File: config.mk
export PLATFORM = sky130hd
export DESIGN_NAME = olid_cell
export DESIGN_NICKNAME = d
export VERILOG_FILES = /design/src/sv/olid_pkg.sv /design/src/sv/olid_cell.sv
export SDC_FILE = /design/constraint.sdc
export NUM_CORES = 1
export LEC_CHECK = 0
export ABC_AREA = 1
export ABC_CLOCK_PERIOD_IN_PS = 3200
export BUFFER_PORTS_ARGS = -buffer_cell sky130_fd_sc_hd__buf_2
export CAP_MARGIN = 30
export CELL_PAD_IN_SITES_DETAIL_PLACEMENT = 1
export CELL_PAD_IN_SITES_GLOBAL_PLACEMENT = 1
export CORE_ASPECT_RATIO = 0.7
export CORE_MARGIN = 5
export CORE_UTILIZATION = 27
export CTS_CLUSTER_SIZE = 30
export DETAILED_ROUTE_END_ITERATION = 8
export GPL_TIMING_DRIVEN = 0
export PLACE_DENSITY_LB_ADDON = 0.1
export RECOVER_POWER = 50
export SYNTH_ARGS = -nofsm -noshare
export SYNTH_HDL_FRONTEND = slang
export SYNTH_SLANG_ARGS = --single-unit
File: constraint.sdc
create_clock -name clk_i -period 3.2 [get_ports clk_i]
set_input_delay 0.64 -clock clk_i [delete_from_list [all_inputs] [get_ports clk_i]]
set_output_delay 0.64 -clock clk_i [all_outputs]
set_load 0.05 [all_outputs]
File: src/sv/olid_pkg.sv
// Package with the shared sizes, codes and control types of the ordered list.
package olid_pkg;

  localparam int unsigned CAPACITY = 64;
  localparam int unsigned IDX_W    = (CAPACITY > 1) ? $clog2(CAPACITY) : 1;
  localparam int unsigned CNT_W    = $clog2(CAPACITY + 1);
  localparam int unsigned POS_W    = 7;
  localparam int unsigned VAL_W    = 32;
  localparam int unsigned LEN_W    = 7;
  localparam int unsigned CMP_W    = ((CNT_W > POS_W) ? CNT_W : POS_W) + 1;
  localparam int unsigned IN_DATA_W  = 40;
  localparam int unsigned OUT_DATA_W = 40;

  typedef enum logic {
    ACT_INSERT = 1'b0,
    ACT_DELETE = 1'b1
  } action_e;

  typedef enum logic [1:0] {
    ST_OK      = 2'd0,
    ST_BAD_POS = 2'd1,
    ST_FULL    = 2'd2
  } status_e;

  // Command broadcast to every cell of the chain.
  typedef struct packed {
    logic             ins;
    logic             del;
    logic [IDX_W-1:0] tgt;
    logic [VAL_W-1:0] val;
  } olid_ctl_t;

endpackage

File: src/sv/olid_cell.sv
// One storage cell of the list chain: holds one element and shifts with its neighbors.
module olid_cell (
  input  logic                              clk_i,
  input  olid_pkg::olid_ctl_t               ctl_i,
  input  logic [olid_pkg::IDX_W-1:0]        cell_idx_i,
  input  logic [olid_pkg::VAL_W-1:0]        left_i,
  input  logic [olid_pkg::VAL_W-1:0]        right_i,
  output logic [olid_pkg::VAL_W-1:0]        value_o,
  output logic [olid_pkg::VAL_W-1:0]        hit_o
);

  logic [olid_pkg::VAL_W-1:0] value_q;
  logic [olid_pkg::VAL_W-1:0] value_d;
  logic                       above;
  logic                       at;

  assign above = cell_idx_i > ctl_i.tgt;
  assign at    = cell_idx_i == ctl_i.tgt;

  // Insert writes the new value into the target and moves everything above it
  // up by one; delete pulls the target and everything above it down by one.
  always_comb begin
    value_d = value_q;
    if (ctl_i.ins) begin
      if (above) begin
        value_d = left_i;
      end else if (at) begin
        value_d = ctl_i.val;
      end
    end else if (ctl_i.del) begin
      if (above || at) begin
        value_d = right_i;
      end
    end
  end

  always_ff @(posedge clk_i) begin
    value_q <= value_d;
  end

  assign value_o = value_q;
  assign hit_o   = at ? value_q : '0;

endmodule
==> results of run 1 <==
[per-layer routing]
metal / track usage / vias up / routed length, µm
li1: - / 1464 / -
met1: 0.205 / 1241 / 3930
met2: 0.264 / 99 / 4140
met3: 0.0443 / 4 / 773
met4: 0.0325 / 0 / 58
met5: 0 / - / 0
[per-stage QoR]
step | total power, mW | TNS (ps) | hold slack [ps] | utilization
after floorplan | 1.06 | 0 | 826 | -
after global placement | 1.25 | -1300 | 914 | 0.390
after detailed placement | 1.27 | 0 | 919 | 0.393
after CTS | 1.73 | 0 | 637 | 0.407
after global routing | 1.78 | 0 | 637 | 0.398
final | 1.67 | 0 | 641 | 0.398
[critical path, delay by kind of cell]
| family | cells | cell delay [ps] |
|---|---|---|
| adders and majority gates | 1 | 300 |
| buffers and inverters | 5 | 730 |
| and+or+nand+nor | 4 | 450 |
[cell usage after synthesis]
master and instances:
inv_1 108, nand2_1 102, nand3_1 59, edfxtp_1 32, nor2_1 32, buf_6 6
ha_1 6, buf_2 5, clkbuf_1 5, nand3_2 5, buf_4 3, nand2_2 2
nand3_4 2, a21oi_1 1, buf_1 1, nand2_4 1, nand4_1 1, nor2_4 1
o21ai_0 1
[logic make-up after synthesis]
logic type	synth area share
buffers and inverters	0.216
AO/OA/AOI/OAI	0.00398
flip-flops	0.382
AND/OR/NAND/NOR	0.368
adder cells (fa/ha/maj)	0.0299
[worst max-delay path by stage]
stage / end / slack (ps) / cells after the start
global route: hit_o[2] / 320 / 10
global placement: value_o[17]$_DFFE_PP_ / -40 / 11
finish: hit_o[6] / 440 / 10
floorplan: hit_o[10] / 350 / 8
detailed placement: value_o[17]$_DFFE_PP_ / 270 / 12
CTS: hit_o[14] / 380 / 10
[power groups by stage]
stage                     logic, mW  clock network, mW  registers [mW]
after floorplan               0.228                  0           0.834
after global placement        0.657                  0           0.595
after detailed placement      0.676                  0           0.596
after CTS                     0.678              0.459           0.589
after global routing          0.695              0.488           0.600
final                         0.635              0.445           0.590
[layout by cell type, fill, tap and decap left out]
master	n
buf_1	1
buf_4	3
nand2_1	103
nor2_4	1
buf_16	1
clkbuf_16	5
nand4_1	1
clkbuf_1	41
edfxtp_1	32
o21ai_0	1
nand2_2	2
buf_2	146
ha_1	6
nand3_1	60
a21oi_1	1
buf_6	3
nand3_2	5
inv_1	108
nor2_1	32
clkinv_2	1
nand3_4	1
[final cells by class]
class	count	area share
Clock inverter	1	0.00139
Inverter	108	0.112
Clock buffer	6	0.0357
Tap cell	124	0.0429
Buffer	20	0.0319
Sequential cell	32	0.266
Timing Repair Buffer	174	0.236
Multi-Input combinational cell	213	0.274
==> metrics, run 1 <==
outcome=complete, no violations; Leak=2.23 nW; final instance area=3610 µm²; gpl congestion=0.773; GRT Overall Usage=0.158; number of port buffers=173; multi-input logic area=990 µm²; Rel. slew slack=0.576; sequential area share after synthesis=0.382; Mapped Area=2510 µm²; hold crit path type=input port to flip-flop; most numerous cell on the critical path=buf_2; crit path launch=ctl_i[37]; syn_nets=490; RSZ-0062 raised after global routing=no; synth top area cells=edfxtp_1 38%, inv_1 16%, nand2_1 15%; pwr dens=462 nW/µm²; final hold violations=0; Critical Path RT=2560 ps; via count=2808; first-pass GRT wire length=14600 µm; cts bufs inserted=5; Detail Placement HPWL=7420 µm; WL per Instance=13.1 µm; antenna viol nets, final=0; Finished Layout Cells=678; largest net degree at the start of global routing=20; CP Capture Type=primary output; CTS tree=built; DR DRC count=0; Die ar.=11400 µm²; clk sinks=32; Worst-path clk slew=50 ps; CTS HTree Levels=2; CP max FO=10; Row Count=29; switching part of the total=0.403; Total Wirelength=8900 µm; DIE WIDTH=125 µm; maximum vdd drop=0.000172 V; Seq cells post-synth=32; maxcap violations=0; Die Y=90.7 µm; dpl ws=272 ps; CP startpoint kind=input port; TritonRoute pass-1 iters=4; Fillers=1249; final worst path period share=0.863; core area=9070 µm²; Worst Path Class, Setup=input port to primary output; Starting Density=0.277; Gates resized, CTS repair=0; DR vias/cell=4.14; cell taking the most area after synthesis=edfxtp_1; minimum clock period=2760 ps; Post-CTS Setup Inserts=0; max frequency=362 MHz; global route overflow=0; vias in the first global route=2919; I/O pins=175; cell total after placement=671; Min-Delay Endpoint=value_o[2]$_DFFE_PP_; Largest register FFs=32; Clk network pwr share=0.267; Max Slew Vio Count=0; CP arrival=2120 ps; max incr delay on CP=300 ps; share of the synthesized area in the top cell type=0.382; initial antenna violation count=0; Int Power=0.998 mW; Cell variety after synth=19; synthesized instance count=373; hold buffer count at cts=0; Comb pwr share=0.380; hold path start=right_i[2]; Syn-to-layout area delta=43.8%; Setup-failing EPs final=0; clock tree buffer depth=2; Final nets=671; post-route setup slack=438 ps; Mapped Avg Cell Area=6.74 µm²; worst-path cell chain=buf_2 -> inv_1 -> ha_1 -> nand2_2 -> nor2_4 -> nand3_4 -> buf_6 -> buf_2 -> nor2_1 -> buf_2; Hold Path Stages=3; Post-Place Cell Area=3560 µm²; Slowest-stage cell, CP=ha_1; FF+latch area=961 µm²; Seq pwr share=0.353; Initial DRC Count=95; CTS root buf=clkbuf_16; YS warnings=0; Diodes inserted=0; pin slew with the least headroom to its limit=635 ps; sw power=0.672 mW; layout cells sized above 1=0.303
(Power assumes the default switching activity.)
==> run 2: changes to the inputs <==
- BUFFER_PORTS_ARGS: -buffer_cell sky130_fd_sc_hd__buf_2 -> not set
- CORE_UTILIZATION: 27 -> 41
- DONT_BUFFER_PORTS: not set -> 1
==> run 2 against run 1 <==
Effect of this change: hold slack got worse by 90 ps; clock power decreased by 34%; critical endpoint is now hit_o[20]; combinational power decreased by 55%; clock-buffer cell count unchanged; non-clock buffer count decreased by 173; die area decreased by 31%; highest routed layer unchanged; first-iteration DRC count increased by 17%.
==> metrics, run 2 (same netlist as run 1, synthesis figures left out) <==
outcome=complete, no violations; TritonRoute pass-1 iters=4; most common cell after layout, fill and taps aside=inv_1; met1 usage=0.245; setup_tns=0 ps; Slowest-stage cell, CP=nor2_1; clock tree buffer depth=2; maximum vdd drop=0.000187 V; routing usage on met2=0.347; layout cells sized above 1=0.0709; DR DRC count=0; DR vias/cell=5.00; Largest register FFs=32; first-pass GRT wire length=12300 µm; minimum clock period=2970 ps; CP Capture Type=primary output; RSZ-0062 raised after global routing=no; most frequent cells in the layout=108 x inv_1, 103 x nand2_1, 60 x nand3_1; final hold violations=0; CTS tree=built; worst-path cell chain=inv_1 -> ha_1 -> nand2_2 -> nor2_4 -> nand3_4 -> buf_6 -> buf_2 -> nor2_1; cell total after placement=449; Worst-path clk slew=70 ps; Row Count=23; FF+latch area=961 µm²; hold crit path type=input port to flip-flop; antenna viol nets, final=0; via count=2279; core area=5840 µm²; clk sinks=32; Setup-failing EPs final=0; WL per Instance=17.3 µm; Leak=1.56 nW; vias in the first global route=2432; Rel. slew slack=0.394; Detail Placement HPWL=6390 µm; Gates resized, CTS repair=0; Total Wirelength=7870 µm; Syn-to-layout area delta=6.22%; CP max FO=10; DIE WIDTH=104 µm; Starting Density=0.430; Pwr Total=1.42 mW; Final nets=498; Critical Path RT=2560 ps; cts bufs inserted=5; initial antenna violation count=0; CP arrival=2330 ps; Max Slew Vio Count=0; max incr delay on CP=700 ps; GRT Overall Usage=0.199; Finished Layout Cells=456; Worst Path Class, Setup=input port to primary output; Post-CTS Setup Inserts=0; pwr dens=532 nW/µm²; CP startpoint kind=input port; dpl ws=185 ps; Diodes inserted=0; Initial DRC Count=111; largest net degree at the start of global routing=19; gr busiest metal=met2; I/O pins=175; max frequency=337 MHz; CTS root buf=clkbuf_8; pin slew with the least headroom to its limit=906 ps; post-route setup slack=233 ps; Die Y=75.5 µm; routing usage on met3=0.0711; global route overflow=0; hold buffer count at cts=0; CTS HTree Levels=2; multi-input logic area=990 µm²; final worst path period share=0.927; maxcap violations=0; number of port buffers=0; Die ar.=7820 µm²; Fillers=809; gpl congestion=0.825
run 2: changes by cell type in the layout (fill, tap and decap cells not counted):
cell and change:
clkbuf_1 -32, clkbuf_8 +5, buf_2 -141, clkbuf_16 -5
run 2: final timing paths:
check	start	endpoint	slack [ps]	cells past startpoint
worst min-delay path	right_i[20]	value_o[20]$_DFFE_PP_	550	2
worst max-delay path	ctl_i[37]	hit_o[20]	230	8
run 2: routing by layer:
layer  vias to the layer above  wire length, µm  share of wire
li1                       1117                -              -
met1                      1052             3290           0.42
met2                       108             3860           0.49
met3                         2              692          0.088
met4                         0               34         0.0043
met5                         -                0              0
run 2: worst max-delay path: cells and delay by family:
family	cells	cell delay [ps]
fa+ha+maj	1	300
buf+inv	3	360
simple gates	4	1020
run 2: metrics by stage:
stage                util  area, µm²  hold WS [ps]
floorplan               -       2510           826
global placement    0.446       2610           830
detailed placement  0.451       2640           833
CTS                 0.464       2710           545
global route        0.457       2670           535
finish              0.457       2670           551
run 2: power by group:
group          leakage [nW]  switching [mW]  internal [mW]
Clock                0.0410           0.147          0.148
Combinational          1.22           0.193         0.0908
Sequential            0.301           0.285          0.557
run 2: area by class of cell:
cell class / count / area share
inverters: 108 / 0.152
clock buffers: 6 / 0.0272
flip-flops and latches: 32 / 0.360
well taps: 75 / 0.0351
multi-input cells: 213 / 0.371
clock inverters: 1 / 0.00187
repair buffers: 1 / 0.0103
plain buffers: 20 / 0.0431
==> run 3: changes to the inputs <==
--- a/config.mk
+++ b/config.mk
@@ -9,14 +9,13 @@
 export ABC_CLOCK_PERIOD_IN_PS = 3200
 export CAP_MARGIN = 30
-export CELL_PAD_IN_SITES_DETAIL_PLACEMENT = 1
-export CELL_PAD_IN_SITES_GLOBAL_PLACEMENT = 1
 export CORE_ASPECT_RATIO = 0.7
 export CORE_MARGIN = 5
-export CORE_UTILIZATION = 41
+export CORE_UTILIZATION = 51
 export CTS_CLUSTER_SIZE = 30
 export DETAILED_ROUTE_END_ITERATION = 8
 export DONT_BUFFER_PORTS = 1
+export GPL_ROUTABILITY_DRIVEN = 1
 export GPL_TIMING_DRIVEN = 0
-export PLACE_DENSITY_LB_ADDON = 0.1
+export PLACE_DENSITY = 0.66
 export RECOVER_POWER = 50
 export SYNTH_ARGS = -nofsm -noshare
==> constraint.sdc (replaced) <==
create_clock -name clk_i -period 3.2 [get_ports clk_i]
set_input_delay 0 -clock clk_i [delete_from_list [all_inputs] [get_ports clk_i]]
set_output_delay 0 -clock clk_i [all_outputs]
set_load 0.05 [all_outputs]
==> run 3 against run 2 <==
Effect of this change: non-clock buffer count is 41 higher; hold slack worse by 540 ps; power grew 2.3%; global-route usage increased by 1.3 points; die area is 17% lower; utilization increased by 18 points; sequential power about the same; design area grew 14%; critical path type is now input port to flip-flop; largest cell class unchanged; largest power group unchanged; highest routed layer unchanged.
==> metrics, run 3 (same netlist as run 1, synthesis figures left out) <==
max incr delay on CP=550 ps; pwr dens=476 nW/µm²; Worst Path Class, Setup=input port to flip-flop; CTS root buf=clkbuf_8; clock tree buffer depth=2; Setup-failing EPs final=0; switching part of the total=0.423; Post-Place Cell Area=2630 µm²; Seq pwr share=0.580; Slowest-stage cell, CP=dlygate4sd3_1; Critical Path RT=3220 ps; setup_tns=0 ps; Int Power=0.839 mW; layout cells sized above 1=0.0473; most common cell after layout, fill and taps aside=inv_1; most numerous cell on the critical path=nand2_1; Post-CTS Setup Inserts=0; Leak=1.73 nW; number of port buffers=0; WL per Instance=14.5 µm; core area=4780 µm²; maxcap violations=0; Clk network pwr share=0.198; CP arrival=2260 ps; most frequent cells in the layout=108 x inv_1, 104 x nand2_1, 60 x nand3_1; clk sinks=32; pin slew with the least headroom to its limit=948 ps; Rel. slew slack=0.366; Total Wirelength=7140 µm; initial antenna violation count=0; Diodes inserted=0; final hold violations=0; Max Slew Vio Count=0; gpl congestion=0.810; Largest register FFs=32; Die Y=68.7 µm; final worst path period share=0.699; global route overflow=0; cts bufs inserted=5; minimum clock period=2240 ps; max frequency=447 MHz; Syn-to-layout area delta=21.5%; sw power=0.615 mW; worst-path cell chain=inv_1 -> ha_1 -> a21oi_1 -> nand3_1 -> nand2_1 -> clkbuf_1 -> nand2_1 -> nand3_1 -> nand2_1 -> dlygate4sd3_1; TritonRoute pass-1 iters=4; RSZ-0062 raised after global routing=no; Die ar.=6460 µm²; first-pass GRT wire length=10400 µm; CP max FO=10; hold crit path type=input port to flip-flop; Initial DRC Count=113; antenna viol nets, final=0; DR vias/cell=4.84; GRT Overall Usage=0.212; Detail Placement HPWL=5300 µm; largest net degree at the start of global routing=20; Comb pwr share=0.222; Starting Density=0.526; vias in the first global route=2221; CP Capture Type=flip-flop; outcome=complete, no violations; CTS tree=built; Row Count=21; DIE WIDTH=93.9 µm; final instance area=3050 µm²; Final nets=539; CP startpoint kind=input port; Worst-path clk slew=60 ps; maximum vdd drop=0.000182 V; DR DRC count=0; I/O pins=175; CTS HTree Levels=2; via count=2382
## run 3: cell count changes in the layout (fill, tap and decap cells not counted), sizes merged
cell and delta:
buf -4, clkbuf +5, dlygate4sd3 +41
## run 3: per-layer routing
metal  track usage  up-vias  routed length [µm]
met4        0.0685        0                  61
met2         0.373      112                3590
met3        0.0597        7                 655
li1              -     1200                   -
met5             0        -                   0
met1         0.253     1063                2830
## run 3: final timing paths
check	slack (ps)	to	from	depth (start not counted)
setup / recovery	960	value_o[6]$_DFFE_PP_	ctl_i[37]	10
hold / removal	9	value_o[0]$_DFFE_PP_	ctl_i[0]	4
## run 3: worst max-delay path: cells and delay by family
kind / cells / cell delay, ps
AOI/OAI and AO/OA: 1 / 210
and+or+nand+nor: 5 / 740
adders and majority gates: 1 / 290
buffers and inverters: 3 / 1000
## run 3: through the flow
| stage | util | hold slack, ps | total power [mW] | setup WS [ps] | instances |
|---|---|---|---|---|---|
| floorplan | - | 186 | 1.06 | 1150 | 373 |
| global placement | 0.544 | 189 | 1.12 | 796 | 442 |
| detailed placement | 0.549 | 194 | 1.14 | 1070 | 443 |
| CTS | 0.652 | 1.11 | 1.48 | 1360 | 492 |
| global route | 0.639 | 24.1 | 1.53 | 755 | 492 |
| finish | 0.639 | 9.48 | 1.45 | 965 | 492 |
## run 3: area by class of cell
cell class | instances | area (µm²)
fillers | 456 | 1730
multi-input cells | 213 | 980
flip-flops and latches | 32 | 961
repair buffers | 42 | 438
inverters | 108 | 405
plain buffers | 20 | 104
well taps | 69 | 86.3
clock buffers | 7 | 76.3
clock inverters | 1 | 3.75
## run 3: what timing repair did
action                    CTS  global route
hold buffers               41             0
gates resized for setup     0             0
hold endpoints to repair   32             0
## run 3: power by group through the flow
stage,Sequential [mW],Combinational (mW),Clock (mW)
finish,0.843,0.322,0.288
global route,0.848,0.366,0.320
CTS,0.843,0.337,0.301
detailed placement,0.851,0.286,0
global placement,0.852,0.271,0
floorplan,0.834,0.228,0
